## config.mk

```make
export PLATFORM = sky130hd
export DESIGN_NAME = bsds_fifo
export DESIGN_NICKNAME = d
export VERILOG_FILES = /design/src/hdl/bsds_pkg.sv /design/src/hdl/bsds_fifo.sv
export SDC_FILE = /design/constraint.sdc
export NUM_CORES = 1
export LEC_CHECK = 0
export ABC_AREA = 1
export BUFFER_PORTS_ARGS = -buffer_cell sky130_fd_sc_hd__buf_2
export CAP_MARGIN = 0
export CELL_PAD_IN_SITES_DETAIL_PLACEMENT = 1
export CELL_PAD_IN_SITES_GLOBAL_PLACEMENT = 2
export CORE_AREA = 10 10 47 49
export DETAILED_ROUTE_END_ITERATION = 6
export DIE_AREA = 0 0 57 59
export PLACE_DENSITY = 0.72
export SETUP_SLACK_MARGIN = 0.02
export SYNTH_ARGS = -nofsm -noshare
export SYNTH_HDL_FRONTEND = slang
export SYNTH_SLANG_ARGS = --single-unit
export TNS_END_PERCENT = 50
```

## constraint.sdc

```tcl
create_clock -name clk -period 2.24 [get_ports clk]
set_input_delay 0.112 -clock clk [delete_from_list [all_inputs] [get_ports clk]]
set_output_delay 0.112 -clock clk [all_outputs]
set_load 0.1 [all_outputs]
```

## src/hdl/bsds_pkg.sv

```systemverilog
`default_nettype none
package bsds_pkg;
    localparam int ROW_WIDTH_DEF = 1024;
    localparam int MAX_DISP_DEF  = 128;
    localparam int COL_W   = 10;
    localparam int COLOR_W = 24;
    localparam int DATA_W  = 32;
    localparam int COST_W  = 18;
    localparam int QDEPTH  = 2;

    localparam logic KIND_WRITE = 1'b0;
    localparam logic KIND_QUERY = 1'b1;

    typedef struct packed {
        logic               kind;
        logic               in_range;
        logic [COL_W-1:0]   column;
        logic [COLOR_W-1:0] color;
        logic [DATA_W-1:0]  near_depth;
        logic [DATA_W-1:0]  far_depth;
    } cmd_t;

    typedef struct packed {
        logic [DATA_W-1:0] depth_value;
        logic [COST_W-1:0] best_cost;
        logic              found;
    } res_t;
endpackage
`default_nettype wire

```

## src/hdl/bsds_fifo.sv

```systemverilog
`default_nettype none
module bsds_fifo #(
    parameter type T = logic
) (
    input  wire logic clk,
    input  wire logic rst_n,
    input  wire logic push,
    input  wire T     wdata,
    output logic      full,
    input  wire logic pop,
    output T          rdata,
    output logic      empty
);
    localparam int PW = $clog2(bsds_pkg::QDEPTH);
    T               mem_reg [bsds_pkg::QDEPTH];
    logic [PW-1:0]  wp_reg, rp_reg;
    logic [PW:0]    cnt_reg;
    logic           do_push, do_pop;

    assign full    = (cnt_reg == (PW+1)'(bsds_pkg::QDEPTH));
    assign empty   = (cnt_reg == '0);
    assign do_push = push && !full;
    assign do_pop  = pop && !empty;
    assign rdata   = mem_reg[rp_reg];

    always_ff @(posedge clk)
    begin
        if (do_push)
        begin
            mem_reg[wp_reg] <= wdata;
        end
    end

    always_ff @(posedge clk or negedge rst_n)
    begin
        if (!rst_n)
        begin
            wp_reg  <= '0;
            rp_reg  <= '0;
            cnt_reg <= '0;
        end
        else
        begin
            if (do_push)
            begin
                wp_reg <= wp_reg + 1'b1;
            end
            if (do_pop)
            begin
                rp_reg <= rp_reg + 1'b1;
            end
            if (do_push && !do_pop)
            begin
                cnt_reg <= cnt_reg + 1'b1;
            end
            else if (do_pop && !do_push)
            begin
                cnt_reg <= cnt_reg - 1'b1;
            end
        end
    end
endmodule
`default_nettype wire

```

Yosys cells after proc, flatten, opt, wreduce, memory -nomap -nowiden. Memory sizes are Yosys's and may differ from the RTL's. Index checks and enable logic that the tools add are counted.

Bitwise logic cells: 0. Multiply operators: 0. Order comparisons: 0. $add $sub $neg: 4. Reductions and logical operators: 10. Divide/modulo/power cells: 0. Equal/unequal tests: 1. Mux-type cells: 4. Shifts and indexed selects: 0.

Operators with widths (number): logical AND 1 bit (4); zero test 1 bit (4); two-way mux 2 bit (2); adder 1 bit, second input constant (2); adder 2 x 1 -> 2 bit, second input constant (1); equality test 2 bit, second input constant (1); zero test 2 bit (1); two-way mux 1 bit (2); nonzero test 2 bit (1); subtractor 2 x 1 -> 2 bit, second input constant (1).

Bits in writable memories: 2. Memories: 1. Bits in read-only memories: 0. Word-level logic and storage cells: 23. Output and inout port bits: 3. Flip-flop bits (word level): 4. Bits of input ports: 5. Latch bits: 0.

Memories: mem_reg (words 2, bits a word 1, rd ports 1, clocked after Yosys merged registers in 0, wr ports 1, line bsds_fifo.sv:15) `T mem_reg [bsds_pkg::QDEPTH];`.

Longest topological paths before layout.
Depth after elaboration: 7. Gate-level depth with buffers: 9.

Worst setup path before layout. Ideal clock, no wire load.

Path kind: reg2reg. From: reg cnt_reg[0]. To: reg rp_reg. Library setup time: 119 ps. Cell stages (with the launch flop): 4. Arrival time: 1991 ps. Slack: 130 ps. Period minus slack after synthesis: 2110 ps. Cells stage by stage: dfrtp_1 nor2_1 nand3b_1 nand2_1.

Cells in the longest elaborated chain, start to end: 3.

RTL lines: from (decl) (line bsds_fifo.sv:17) `logic [PW:0] cnt_reg;`; from (signal assigned) (line bsds_fifo.sv:54) `cnt_reg <= cnt_reg + 1'b1;`; from (signal assigned) (line bsds_fifo.sv:58) `cnt_reg <= cnt_reg - 1'b1;`; zero test 2 bit (line bsds_fifo.sv:21) `assign empty = (cnt_reg == '0);`; via empty (line bsds_fifo.sv:12) `output logic empty`; zero test 1 bit (line bsds_fifo.sv:23) `assign do_pop = pop && !empty;`; logical AND 1 bit (line bsds_fifo.sv:23); to (signal assigned) (line bsds_fifo.sv:50) `rp_reg <= rp_reg + 1'b1;`; to (decl) (line bsds_fifo.sv:16) `logic [PW-1:0] wp_reg, rp_reg;`.

The timed path passes the listed nets, and every way through them passes these cells. A chain may end at the register's enable or synchronous reset.

Worst setup path after layout.
From: reg cnt_reg[0]. To: out full.

Cells in the longest elaborated chain, start to end: 1.

RTL lines: equality test 2 bit (line bsds_fifo.sv:20) `assign full = (cnt_reg == (PW+1)'(bsds_pkg::QDEPTH));`; to (decl) (line bsds_fifo.sv:9) `output logic full,`.

Every way passes these cells.

==> impl_metrics.env <==
export IMPL_antenna_diode_count=0
export IMPL_finalWorstPathRequiredPeriod_ps=1480
export IMPL_vias=292
export IMPL_via_per_inst=4.29
export IMPL_worstSetupPathType="reg -> out"
export IMPL_synth_edff_count=2
export IMPL_cp_buffers_inverters=1
export IMPL_rows=14
export IMPL_avgSynthCellArea_sq_um=7.90
export IMPL_ys_warn_count=0
export IMPL_cts_sinks=6
export IMPL_synth_top_cell_by_area="dfrtp_1"
export IMPL_dieArea_sq_um=3360
export IMPL_yosysSeqAreaShare=0.494
export IMPL_fin_crit_sh=0.659
export IMPL_route_final_wire_length_microns=783
export IMPL_setup_viol=0
export IMPL_report_final_slew_viol_count=0
export IMPL_clk_latency_ps=240
export IMPL_cp_max_fo=7
export IMPL_gr_total_overflow=0
export IMPL_die_w_microns=57
export IMPL_reg2reg_slack_ps=780
export IMPL_htree_num_levels=1
export IMPL_synthCells=41
export IMPL_ios=8
export IMPL_clock_skew_final_ps=4.80
export IMPL_outcome="completed"
export IMPL_rsz0062_at_grt="false"
export IMPL_relSlewSlack=0.676
export IMPL_synth_area_top_cells="dfrtp_1 (31%), edfxtp_1 (19%), nand2_1 (17%)"
export IMPL_path_clk_slew_ps=50
export IMPL_cp_required_ps=2130
export IMPL_drtIter0Drc=2
export IMPL_post_cts_buffers=0
export IMPL_ant_nets=0
export IMPL_grtUsageTotal=0.0516
export IMPL_dp_hpwl_microns=654
export IMPL_start_util=0.231
export IMPL_tritoncts="built"
export IMPL_synth_seq_cells=6
export IMPL_gp_congestion=0.733
export IMPL_numCtsBuffers=3
export IMPL_end_kind="output pin"
export IMPL_holdBufCountCts=1
export IMPL_path_delay_family="flip-flops"
export IMPL_synth_flop_cell="dfrtp_1"
export IMPL_hold_class="in -> reg"
export IMPL_grt_pass1_wl_mm=1.28
export IMPL_yosysUniqueCellTypes=12
export IMPL_area_growth_pct=27.0
export IMPL_grt_pass1_vias=307
export IMPL_die_h_microns=59
export IMPL_cts_root_buf="clkbuf_4"
export IMPL_dr_pass1_iters=2
export IMPL_fmax_mhz=678
export IMPL_clock_tree_buffer_depth=2
export IMPL_critPathSlowestCell="dfrtp_1"
export IMPL_setup_tns_ps=0
export IMPL_nets=60
export IMPL_syn_nets=47
export IMPL_critical_path_startpoint_type="flip-flop"
export IMPL_synth_top_cells_by_count="nand2_1 (15), inv_1 (8), dfrtp_1 (4)"
export IMPL_synth_top_area_share=0.309
export IMPL_worst_slew_pin_transition_ps=489
export IMPL_antenna_found_initial=0
export IMPL_critical_path_max_stage_delay_ps=460
export IMPL_cts_resized=0
export IMPL_io_buffers=7
export IMPL_drive_above_1_share=0.269
export IMPL_core_region_area_sq_um=1400
export IMPL_async_reset_ff_frac=0.667
export IMPL_wl_per_cell_microns=11.5
export IMPL_crit_chain="nor2_2, buf_2"
export IMPL_maxCapViolCount=0
export IMPL_syn_area_sq_um=324
export IMPL_hold_viol=0
export IMPL_grt_max_degree=8
export IMPL_nFillCells=190
export IMPL_drc_errors=0
export IMPL_yosysMostFrequentCell="nand2_1"
export IMPL_arrival_ps=1360
-- metrics by stage --
stage / setup slack [ps] / hold WS [ps] / instance area [sq um] / std cells / utilization
finish: 765 / 63.9 / 412 / 68 / 0.294
global route: 678 / 65.5 / 412 / 68 / 0.294
CTS: 752 / 58.8 / 412 / 68 / 0.294
detailed placement: 774 / -71.9 / 379 / 64 / 0.271
global placement: 819 / -77.3 / 379 / 64 / 0.271
floorplan: 130 / -184 / 324 / 41 / -
-- routing by layer --
layer / GRT usage / routed length (microns)
met1: 0.0444 / 310
met2: 0.0853 / 395
met3: 0.0193 / 55
met4: 0.0604 / 21
met5: 0 / 0
-- cells by family after synthesis --
logic type,share of synthesized area
compound gates,0.0309
fa+ha+maj,0.0386
buf+inv,0.0927
flops,0.494
simple gates,0.344
-- layout make-up --
type,count,area [sq um],area share
Timing Repair Buffer,8,45.0,0.109
Sequential cell,6,160,0.389
Inverter,8,30.0,0.0729
Clock buffer,3,22.5,0.0547
Multi-Input combinational cell,27,134,0.325
Tap cell,16,20.0,0.0486
-- cells in the final DEF (no fill, tap or decap), types with 2 or more instances in the layout --
cell | synthesis | layout
nand2_1 | 15 | 15
inv_1 | 8 | 8
buf_2 | 0 | 7
dfrtp_1 | 4 | 4
clkbuf_4 | 0 | 3
nor2_1 | 2 | 2
o21ai_1 | 2 | 2
nand2_2 | 2 | 2
nand3_1 | 2 | 2
edfxtp_1 | 2 | 2
-- final timing paths --
check | from | end | depth (start not counted)
max | cnt_reg[0]$_DFFE_PN0P_ | full | 2
min | wdata | mem_reg[1]$_DFFE_PP_ | 1
min in group asynchronous | rst_n | cnt_reg[0]$_DFFE_PN0P_ | 2
max in group asynchronous | rst_n | rp_reg$_DFFE_PN0P_ | 2
max reg2reg | cnt_reg[0]$_DFFE_PN0P_ | cnt_reg[1]$_DFFE_PN0P_ | 8
min reg2reg | wp_reg$_DFFE_PN0N_ | wp_reg$_DFFE_PN0N_ | 2
-- worst reg2reg max path, stage by stage (launching register included) --
cell     delay, ps
dfrtp_1        460
nor2_2         200
nor2_4          50
ha_1           280
inv_1           60
nand2_1         90
nand2_1         60
nand3_1         80
nand2_1         70
Power is left out: the tool's default activity adds up to more than one toggle a clock period on the data nets, which glitch-free logic cannot reach.
