File: config.mk
export PLATFORM = sky130hd
export DESIGN_NAME = bsds_div
export DESIGN_NICKNAME = d
export VERILOG_FILES = /design/src/hdl/bsds_pkg.sv /design/src/hdl/bsds_div.sv
export SDC_FILE = /design/constraint.sdc
export NUM_CORES = 1
export LEC_CHECK = 0
export BUFFER_PORTS_ARGS = -buffer_cell sky130_fd_sc_hd__buf_4
export CAP_MARGIN = 25
export CORE_MARGIN = 2
export CORE_UTILIZATION = 55
export CTS_CLUSTER_SIZE = 14
export DETAILED_ROUTE_END_ITERATION = 16
export GPL_TIMING_DRIVEN = 0
export PLACE_DENSITY_LB_ADDON = 0.05
export REMOVE_ABC_BUFFERS = 1
export SYNTH_ARGS = -nofsm -noshare
export SYNTH_HDL_FRONTEND = slang
export SYNTH_SLANG_ARGS = --single-unit
export TNS_END_PERCENT = 5
File: constraint.sdc
create_clock -name clk -period 6.5 [get_ports clk]
set_clock_uncertainty 0.15 [all_clocks]
set_input_delay 0.975 -clock clk [delete_from_list [all_inputs] [get_ports clk]]
set_output_delay 0.975 -clock clk [all_outputs]
set_load 0.01 [all_outputs]
File: src/hdl/bsds_pkg.sv
`default_nettype none
package bsds_pkg;
    localparam int ROW_WIDTH_DEF = 1024;
    localparam int MAX_DISP_DEF  = 128;
    localparam int COL_W   = 10;
    localparam int COLOR_W = 24;
    localparam int DATA_W  = 32;
    localparam int COST_W  = 18;
    localparam int QDEPTH  = 2;

    localparam logic KIND_WRITE = 1'b0;
    localparam logic KIND_QUERY = 1'b1;

    typedef struct packed {
        logic               kind;
        logic               in_range;
        logic [COL_W-1:0]   column;
        logic [COLOR_W-1:0] color;
        logic [DATA_W-1:0]  near_depth;
        logic [DATA_W-1:0]  far_depth;
    } cmd_t;

    typedef struct packed {
        logic [DATA_W-1:0] depth_value;
        logic [COST_W-1:0] best_cost;
        logic              found;
    } res_t;
endpackage
`default_nettype wire

File: src/hdl/bsds_div.sv
`default_nettype none
module bsds_div (
    input  wire logic                        clk,
    input  wire logic                        rst_n,
    input  wire logic                        start,
    input  wire logic [bsds_pkg::DATA_W-1:0] num,
    input  wire logic [bsds_pkg::DATA_W-1:0] den,
    output logic                             done,
    output logic [bsds_pkg::DATA_W-1:0]      quot
);
    localparam int W  = bsds_pkg::DATA_W;
    localparam int CW = $clog2(W + 1);
    logic [W:0]    rem_reg;
    logic [W-1:0]  q_reg, den_reg;
    logic [CW-1:0] cnt_reg;
    logic          busy_reg, done_reg;
    logic [W:0]    trial;
    logic          ge;

    assign trial = {rem_reg[W-1:0], q_reg[W-1]};
    assign ge    = (trial >= {1'b0, den_reg});
    assign done  = done_reg;
    assign quot  = q_reg;

    always_ff @(posedge clk)
    begin
        if (start)
        begin
            rem_reg <= '0;
            q_reg   <= num;
            den_reg <= den;
        end
        else if (busy_reg)
        begin
            rem_reg <= ge ? (trial - {1'b0, den_reg}) : trial;
            q_reg   <= {q_reg[W-2:0], ge};
        end
    end

    always_ff @(posedge clk or negedge rst_n)
    begin
        if (!rst_n)
        begin
            busy_reg <= 1'b0;
            done_reg <= 1'b0;
            cnt_reg  <= '0;
        end
        else
        begin
            done_reg <= 1'b0;
            if (start)
            begin
                busy_reg <= 1'b1;
                cnt_reg  <= '0;
            end
            else if (busy_reg)
            begin
                cnt_reg <= cnt_reg + 1'b1;
                if (cnt_reg == CW'(W - 1))
                begin
                    busy_reg <= 1'b0;
                    done_reg <= 1'b1;
                end
            end
        end
    end
endmodule
`default_nettype wire

# Word-level counts from Yosys, hierarchy flattened
# Cells that the tools add are included.
classes:
  n_addsub: 2
  multipliers: 0
  n_div: 0
  order_cmp: 1
  eq_ne: 1
  n_shift: 0
  muxes: 11
  bitwise: 0
  reduce_logical: 1
op_table:
  columns: ["cell", "count"]
  rows:
  - ["two-way mux 32 bit", 3]
  - ["greater-or-equal comparator 33 x 32 -> 1 bit", 1]
  - ["subtractor 32 bit", 1]
  - ["two-way mux 6 bit", 2]
  - ["adder 6 x 1 -> 6 bit, second input constant", 1]
  - ["equality test 6 x 5 -> 1 bit, second input constant", 1]
  - ["two-way mux 1 bit", 6]
  - ["nonzero test 2 bit", 1]
word_totals:
  register_bits: 104
  latchBits: 0
  ram_bits: 0
  romBits: 0
  input_bits: 67
  elab_cells: 22
  mem_count: 0

# Depth between registers and ports, before layout
# Gate-level depths: netlist (run 1).
logic_depth:
  depth_word: 4
  depth_mapped: 14
  ltp_nobuf: 12

# Worst setup path after synthesis (run 1)
# Ideal clock, no wire load.
synth_path:
  path_kind: "flip-flop to flip-flop"
  startpoint: "register q_reg[31] (netlist: quot[31])"
  endpoint: "register rem_reg[28]"
  setup_ns: 0.137
  arrival_time_ns: 2.585
  required_time_ns: 6.213
  path_slack_ns: 3.629
  path_stages_with_launch: 13
  n_path_buf: 0
  period_less_slack_ns: 2.871
  path_cell_list: "edfxtp_1 > inv_1 > ha_1 > fa_1 > nand2b_1 > a21oi_1 > nor3b_1 > o221ai_1 > a211o_1 > a2111oi_0 > nor2_1 > xnor2_1 > o221ai_1"
synth_via:
  elab_chain_cells: 2
  word_cells_on_any_way: 3
  cone_classes: "1 x add/sub; 1 x order compare; 1 x mux"
synth_rtl:
  columns: ["item", "line", "source"]
  rows:
  - ["start, declared", "bsds_div.sv:14", "logic [W-1:0] q_reg, den_reg;"]
  - ["start signal, assigned", "bsds_div.sv:30", "q_reg <= num;"]
  - ["start signal, assigned", "bsds_div.sv:36", "q_reg <= {q_reg[W-2:0], ge};"]
  - ["subtractor 32 bit or greater-or-equal comparator 33 x 32 -> 1 bit (tied branches)", "bsds_div.sv:35, bsds_div.sv:21", null]
  - ["two-way mux 32 bit *", "bsds_div.sv:35", "rem_reg <= ge ? (trial - {1'b0, den_reg}) : trial;"]
  - ["end signal, assigned", "bsds_div.sv:35", null]
  - ["end, declared", "bsds_div.sv:13", "logic [W:0] rem_reg;"]
# Every way passes the cells marked *; elsewhere a longest branch is shown, timed or not.
# A chain may end at the register's enable or synchronous reset.

# Final worst setup path (run 1)
# Ends and elaborated chain as after synthesis.

==> results.cfg, run 1 <==
[run_status]
status = completed

[cells_and_area]
final-instance-count-excl-fill = 776
syn_to_final_growth_pct = 18.7
layout-drive-gt1-share_pct = 24.8
nNetsFinal = 736
n_antenna_cell = 0
layout_commonest_cell = buf_4
fillers = 841
layout_common_cells = buf_4 (99), edfxtp_1 (64), nand2_1 (43), inv_1 (37), nor2_1 (37)

[clock_network]
cts_buffers = 9
htree_levels = 3
cts_root_buf = clkbuf_8
post_cts_resize_count = 0
clk_pin_slew_worst_paths_ns = 0.10
cts.sinks = 104
clock_path_buffers = 2
cts_tree = done
cts_setup_buffers = 0
clock_latency_ns = 0.38
cts_hold_buf = 0

[sta]
max_freq_mhz = 291
rsz0062_at_grt = false
maxSlewHeadroom_pct = 39.7
post-route-period-util_pct = 52.9
fin_ws_ns = 3.06
hold_viol_final = 0
fin_tns_setup_ns = 0
worstMarginPinSlew_ns = 0.902
setup_viol = 0
maxSlewViolCount = 0
min_period_ns = 3.44

[yosys]
netlist_area_um2 = 5790
yosys_warnings = 0
synth_cell_types = 57
synth_async_sr_flop_share_pct = 7.69
synthCells = 543
ys_ff_latch = 104
syn_avg_cell_area_um2 = 10.7
synth_edf_count = 64
yosysSeqAreaShare_pct = 47.7
synth_top_flop_cell = edfxtp_1

[route]
wl_per_cell_um = 15.9
ant_nets = 0
drtPass1Iterations = 5
drc = 0
drt_iter0_drc = 217
via_per_inst = 5.68
drt_wl_total_mm = 12.3
vias = 4408

[floorplanning]
core_um2 = 10300
die_area_um2 = 11400
initial_core_util_pct = 56.3
die_y_um = 107
die_x_um = 107
ioPinCount = 100
rows = 37

[worst_setup_path]
arrival_ns = 3.55
worstSetupStartpointType = register
critPathMaxFanout = 4
slowest_delay_ns = 0.49
end_kind = register
crit_top_cell = o221ai_1
cp_top_family = compound AO/OA/AOI/OAI gates
crit_chain = inv_1 > ha_1 > fa_1 > nand2b_1 > a21oi_1 > nor3b_1 > o221ai_1 > a211o_1 > a2111oi_0 > nor2_1 > xnor2_1 > o221ai_1
crit_path_top_delay_cell = a2111oi_0
cp.required_ns = 6.61
crit_buf_inv = 1
crit_type = register to register

[placed_design]
dpl.hpwl_mm = 8.69
dp_cells = 758
place_congestion = 0.949
post-place-ws_ns = 3.06
io_buffers = 99

[run]
drv_cap = 0

[global_routing]
grtUsageMet1_pct = 29.6
grt_pass1_wl_mm = 20.4
use_met2_pct = 35.6
busiest_layer = met2
grt_max_degree = 98
grt_pass1_vias = 4417
grt.overflow.total = 0
antenna_found_initial = 0
grt_use_total_pct = 22.7
use_met3_pct = 6.81

[power]
ir_worst_vdd_uv = 160
powerDensity_nw_per_um2 = 196
leakage_nw = 2.90
total_power_mw = 1.35

[worst_hold_path]
hp-class = primary input to async pin
-- metal layers --
metal,vias to the layer above,part of all wire (%)
li1,2176,-
met5,-,0
met2,144,46
met4,0,1.2
met1,2079,45
met3,9,7.6
-- Yosys cell counts, types with 6 or more instances --
cell type | number | area [µm²]
edfxtp_1 | 64 | 1920
nand2_1 | 43 | 161
inv_1 | 37 | 139
nor2_1 | 37 | 139
ha_1 | 33 | 413
dfxtp_1 | 32 | 641
mux2_2 | 31 | 349
a21oi_1 | 26 | 130
o21ai_0 | 21 | 105
mux2i_1 | 18 | 180
xor2_1 | 17 | 149
xnor2_1 | 15 | 131
a211oi_1 | 12 | 90.1
clkbuf_1 | 11 | 41.3
nand3_1 | 11 | 55.1
a21o_1 | 10 | 75.1
a31oi_1 | 9 | 56.3
dfrtp_1 | 8 | 200
nand2b_1 | 8 | 50.1
a311oi_1 | 6 | 52.6
o21a_1 | 6 | 45.0
o21bai_1 | 6 | 45.0
or3_1 | 6 | 37.5
-- per-stage QoR --
stage	cell area, µm²	util, %	hold slack [ns]
6_report	6870	66.9	0.236
5_1_grt	6870	66.9	0.221
4_1_cts	6820	66.3	0.222
3_5_place_dp	6640	64.6	0.333
3_3_place_gp	6600	64.2	0.316
2_1_floorplan	5690	-	0.303
-- cells by family after synthesis --
group / after synthesis / share of synthesized area [%]
DFF: 104 / 47.7
AOI/OAI and AO/OA: 129 / 15.2
adders and majority gates: 34 / 7.48
buffers and inverters: 59 / 4.17
muxes: 49 / 9.14
and+or+nand+nor: 136 / 11.5
xor gates and xnor gates: 32 / 4.84
-- path summary, 6_finish.rpt --
kind	from	endpoint	slack, ns	depth (start not counted)
setup reg to reg	quot[31]	rem_reg[28]	3.06	12
setup / recovery	quot[31]	rem_reg[28]	3.06	12
min in group clk	rem_reg[7]	rem_reg[7]	0.34	2
hold reg to reg	rem_reg[7]	rem_reg[7]	0.34	2
max in group asynchronous	rst_n	busy_reg	5.83	1
hold / removal	rst_n	cnt_reg[4]	0.24	1
-- layout make-up --
cell class / count / area [µm²] / share of cell area (%)
clock inverter: 4 / 31.3 / 0.455
multi-input combinational: 380 / 2790 / 40.5
timing repair buffer: 103 / 837 / 12.2
sequential: 104 / 2760 / 40.2
inverter: 37 / 139 / 2.02
tap: 136 / 170 / 2.48
clock buffer: 12 / 145 / 2.11
-- power by group --
group | leakage, nW | switching, mW | internal [mW]
sequential | 1.02 | 0.0187 | 0.745
clock | 0.0788 | 0.226 | 0.151
combinational | 1.81 | 0.0986 | 0.108
total | 2.90 | 0.343 | 1.00
(Power assumes the default switching activity.)
==> run 2: changes to the inputs <==
--- a/config.mk
+++ b/config.mk
@@ -8,7 +8,7 @@
 export BUFFER_PORTS_ARGS = -buffer_cell sky130_fd_sc_hd__buf_4
 export CAP_MARGIN = 25
 export CORE_MARGIN = 2
-export CORE_UTILIZATION = 55
+export CORE_UTILIZATION = 51
 export CTS_CLUSTER_SIZE = 14
 export DETAILED_ROUTE_END_ITERATION = 16
 export GPL_TIMING_DRIVEN = 0
==> constraint.sdc (replaced) <==
create_clock -name clk -period 3.15 [get_ports clk]
set_clock_uncertainty 0.15 [all_clocks]
set_input_delay 0.4725 -clock clk [delete_from_list [all_inputs] [get_ports clk]]
set_output_delay 0.4725 -clock clk [all_outputs]
set_load 0.01 [all_outputs]
==> run 2 against run 1 <==
Against the previous run:
- hold slack worse by 0.10 ns
- utilization is 2.4 points lower
- via count grew 0.39%
- critical path depth did not move
- final cell count grew 1.0%
- clock-buffer cell count down 1
- worst setup slack lost 3.0 ns
- register-to-register slack got worse by 3.0 ns
- largest cell class unchanged
==> results.cfg, run 2 (synthesized netlist as in run 1, its figures left out) <==
[worst_setup_path]
end_kind = register
rr_startpoint = quot[31]
worstSetupStartpointType = register
cp.required_ns = 3.23
reg2reg_slack_ns = 0.03
crit_type = register to register
arrival_ns = 3.21
critPathMaxFanout = 4
startpoint = quot[31]

[route]
ant_nets = 0
drt_wl_total_mm = 12.7
vias = 4425
via_per_inst = 5.64
drtPass1Iterations = 5
drt_iter0_drc = 208
wl_per_cell_um = 16.1
drc = 0

[placed_design]
io_buffers = 99
place_congestion = 0.857
dpl.hpwl_mm = 8.71
dp_cells = 762
post_dp_cell_area_um2 = 6650

[cells_and_area]
final-instance-count-excl-fill = 784
fillers = 906
layout_common_cells = buf_4 (101), edfxtp_1 (64), nand2_1 (43), inv_1 (37), nor2_1 (37)
layout_commonest_cell = buf_4
layout-drive-gt1-share_pct = 26.1
n_antenna_cell = 0
syn_to_final_growth_pct = 21.7
final_area_um2 = 7040
nNetsFinal = 740

[clock_network]
cts_tree = done
clock_path_buffers = 2
htree_levels = 3
cts_root_buf = clkbuf_16
cts.sinks = 104
clk_pin_slew_worst_paths_ns = 0.07
clock_latency_ns = 0.36
cts_buffers = 9

[power]
powerDensity_nw_per_um2 = 439
leakage_nw = 2.98
ir_worst_vdd_uv = 407

[sta]
hold_viol_final = 0
post-route-period-util_pct = 99.1
setup_viol = 0
maxSlewViolCount = 0
rsz0062_at_grt = true
maxSlewHeadroom_pct = 41.5
min_period_ns = 3.12
max_freq_mhz = 320
worstMarginPinSlew_ns = 0.877
fin_tns_setup_ns = 0

[worst_hold_path]
hp-class = primary input to register
hp-start = den[6]

[floorplanning]
rows = 38
initial_core_util_pct = 52.9
die_x_um = 111
die_area_um2 = 12200
core_um2 = 10900
die_y_um = 111
ioPinCount = 100

[global_routing]
grt.overflow.total = 0
grt_pass1_wl_mm = 21.5
grt_max_degree = 98
antenna_found_initial = 0
grt_pass1_vias = 4487
grt_use_total_pct = 21.6

[run_status]
status = completed

[run]
drv_cap = 0
==> run 2: cell types whose count changed in the layout (fill, tap and decap cells not counted), moves of 2 or more <==
cell,delta
clkbuf_16,+9
clkbuf_8,-9
clkinvlp_4,-3
buf_4,+2
inv_6,+2
o21ai_0,-2
o21ai_1,+2
==> run 2: path summary, 6_finish.rpt <==
kind	to	depth (start not counted)
min reg2reg	rem_reg[7]	2
max reg2reg	rem_reg[28]	12
min	den_reg[6]	1
max in group asynchronous	busy_reg	2
max	rem_reg[28]	12
min in group asynchronous	done	2
==> run 2: stage by stage <==
stage | total power, mW | hold WS [ns] | setup WS, ns | util, %
3_5_place_dp | 2.03 | 0.148 | -0.274 | 60.8
2_1_floorplan | 1.83 | 0.0269 | 0.280 | -
5_1_grt | 3.24 | 0.117 | -0.234 | 64.4
3_3_place_gp | 2.02 | 0.146 | -0.705 | 60.4
4_1_cts | 3.12 | 0.123 | -0.0512 | 63.7
6_report | 3.09 | 0.135 | 0.0277 | 64.4
==> run 2: power breakdown <==
group	total [mW]	switching [mW]	internal (mW)
Clock	1.08	0.517	0.565
Combinational	0.430	0.206	0.224
Sequential	1.58	0.0394	1.54
Total	3.09	0.762	2.33
==> run 2: final cells by class <==
type                       count  area, µm²  share of cell area, %
sequential                   104       2760                   39.2
clock inverter                 5       40.0                  0.568
inverter                      37        139                   1.97
clock buffer                  11        243                   3.45
multi-input combinational    381       2830                   40.2
timing repair buffer         106        855                   12.1
tap                          140        175                   2.49
==> run 2: worst max-delay path, cell delays in order, from the launching register on <==
cell and delay [ns]:
edfxtp_1 0.44, inv_1 0.09, ha_1 0.17, fa_1 0.20, nand2b_1 0.15, a21oi_1 0.12, nor3b_2 0.32, o221ai_2 0.23
a211o_1 0.37, a2111oi_2 0.39, nor2_1 0.11, xnor2_1 0.15, o221ai_1 0.13
==> run 2: repair_timing <==
action	in CTS	in global routing
gates cloned	1	0
setup endpoints to repair	28	31
setup buffers	0	3
pin swaps	1	3
hold endpoints to repair	8	0
hold buffers	1	0
resized for setup	5	5
==> run 2: per-layer routing <==
| metal | vias up | track usage (%) | part of all wire (%) |
|---|---|---|---|
| li1 | 2193 | - | - |
| met1 | 2088 | 27.4 | 45 |
| met2 | 131 | 34.8 | 47 |
| met3 | 13 | 7.96 | 6.7 |
| met4 | 0 | 5.92 | 1.2 |
| met5 | - | 0 | 0 |
==> run 3: changes to the inputs <==
--- a/config.mk
+++ b/config.mk
@@ -7,6 +7,7 @@
 export LEC_CHECK = 0
 export BUFFER_PORTS_ARGS = -buffer_cell sky130_fd_sc_hd__buf_4
 export CAP_MARGIN = 25
+export CORE_ASPECT_RATIO = 0.9
 export CORE_MARGIN = 2
 export CORE_UTILIZATION = 51
 export CTS_CLUSTER_SIZE = 14
==> run 3 against run 2 <==
Against the previous run:
- register-to-register slack better by 0.11 ns
- clock power about the same
- highest routed layer unchanged
- die area hardly changed
- hold slack improved by 0.0011 ns
- combinational power rose by 2%
- sequential share of layout area down 0.38 points
- worst setup slack improved by 0.11 ns
- clock-buffer cell count did not move
- total power up 0.40%
- largest power group unchanged
- largest cell class unchanged
- wire length rose by 2.1%
==> results.cfg, run 3 (synthesized netlist as in run 1, its figures left out) <==
[run_status]
status = completed

[power]
total_power_mw = 3.10
leakage_nw = 3.01
p_switching_uw = 771
ir_worst_vdd_uv = 349
p_int_mw = 2.33
pwr-share-comb_pct = 14.2
powerDensity_nw_per_um2 = 436
swShare_pct = 24.8
p_clk_share_pct = 35.0
seq_power_share_pct = 50.8

[worst_setup_path]
crit_path_top_delay_cell = edfxtp_1
crit_chain = inv_1 > ha_1 > fa_2 > nand2b_1 > a21oi_2 > nor3b_2 > o221ai_2 > a211o_1 > a2111oi_4 > nor2_1 > xnor2_1 > o221ai_1
cp.required_ns = 3.23
worstSetupStartpointType = register
crit_type = register to register
slowest_delay_ns = 0.38
end_kind = register
critPathMaxFanout = 4
arrival_ns = 3.10

[global_routing]
use_met3_pct = 8.29
antenna_found_initial = 0
grtUsageMet1_pct = 29.5
grt_pass1_wl_mm = 21.5
grt_max_degree = 98
grt_use_total_pct = 22.2
busiest_layer = met2
use_met2_pct = 34.2
grt.overflow.total = 0
grt_pass1_vias = 4501

[placed_design]
dp_cells = 774
place_congestion = 0.902
io_buffers = 99
dpl.hpwl_mm = 8.91

[clock_network]
cts_buffers = 9
cts_root_buf = clkbuf_16
clk_pin_slew_worst_paths_ns = 0.07
clock_latency_ns = 0.36
htree_levels = 3
clock_path_buffers = 2
cts_tree = done
cts.sinks = 104

[sta]
maxSlewHeadroom_pct = 40.5
min_period_ns = 3.02
setup_viol = 0
post-route-period-util_pct = 95.7
max_freq_mhz = 332
worstMarginPinSlew_ns = 0.885
rsz0062_at_grt = true
maxSlewViolCount = 0
hold_viol_final = 0

[route]
drt_iter0_drc = 269
ant_nets = 0
drc = 0
drtPass1Iterations = 5
via_per_inst = 5.60
drt_wl_total_mm = 12.9
vias = 4471
wl_per_cell_um = 16.2

[cells_and_area]
utilization_pct = 65.0
layout_common_cells = buf_4 (105), edfxtp_1 (64), nand2_1 (43), inv_1 (37), nor2_1 (37)
layout_commonest_cell = buf_4
nNetsFinal = 743
layout-drive-gt1-share_pct = 27.7
syn_to_final_growth_pct = 22.9
final-instance-count-excl-fill = 799
n_antenna_cell = 0

[floorplanning]
die_x_um = 116
ioPinCount = 100
core_um2 = 10900
die_area_um2 = 12200
rows = 36
initial_core_util_pct = 52.9
die_y_um = 105

[run]
drv_cap = 0

[worst_hold_path]
hp-class = primary input to register
==> run 3: worst max-delay path, delay by kind of cell (launching register included) <==
kind                       cells  cell delay, ns
AOI/OAI and AO/OA              5            1.16
xor gates and xnor gates       1            0.16
and+or+nand+nor                3            0.56
buffers and inverters          1            0.07
DFF                            1            0.38
adders and majority gates      2            0.41
==> run 3: power groups by stage <==
| stage | sequential [mW] | clock [mW] | combinational, mW |
|---|---|---|---|
| global placement | 1.61 | 0 | 0.414 |
| floorplan | 1.62 | 0 | 0.208 |
| detailed placement | 1.61 | 0 | 0.425 |
| CTS | 1.58 | 1.12 | 0.429 |
| finish | 1.58 | 1.08 | 0.440 |
| global route | 1.59 | 1.16 | 0.483 |
==> run 3: metal layers <==
layer,vias up,routed length [µm]
li1,2205,-
met1,2125,5920
met2,129,5950
met3,12,883
met4,0,163
met5,-,0
==> run 3: area by class of cell <==
type	count	area [µm²]
multi-input cells	381	2870
flip-flops and latches	104	2760
clock inverters	5	40.0
clock buffers	11	243
well taps	152	190
fillers	901	3830
repair buffers	109	865
inverters	37	139
==> run 3: final timing paths <==
kind / start / cells after the start / slack, ns / end
worst max register to register: quot[31] / 12 / 0.13 / rem_reg[28]
min in group asynchronous: rst_n / 2 / 0.31 / cnt_reg[0]
worst min register to register: rem_reg[2] / 2 / 0.33 / rem_reg[2]
max in group asynchronous: rst_n / 2 / 2.39 / busy_reg
worst min-delay path: den[28] / 1 / 0.14 / den_reg[28]
worst max-delay path: quot[31] / 12 / 0.13 / rem_reg[28]
==> run 3: repair_timing <==
item,CTS,global route
hold buffers,1,0
buffers inserted,0,6
cloned,1,0
pin swaps,1,5
setup endpoints to repair,28,26
resized for setup,6,13
endpoints found under the hold margin,8,0
==> run 3: through the flow <==
stage          setup WS (ns)  hold slack (ns)  cell area, µm²  setup TNS, ns
2_1_floorplan          0.280           0.0269            5690              0
3_3_place_gp          -0.772            0.149            6620         -28.80
3_5_place_dp          -0.341            0.151            6660          -5.51
4_1_cts             -0.00597            0.122            6980       -0.00597
5_1_grt             -0.00678            0.118            7110       -0.00961
6_report               0.135            0.136            7110              0
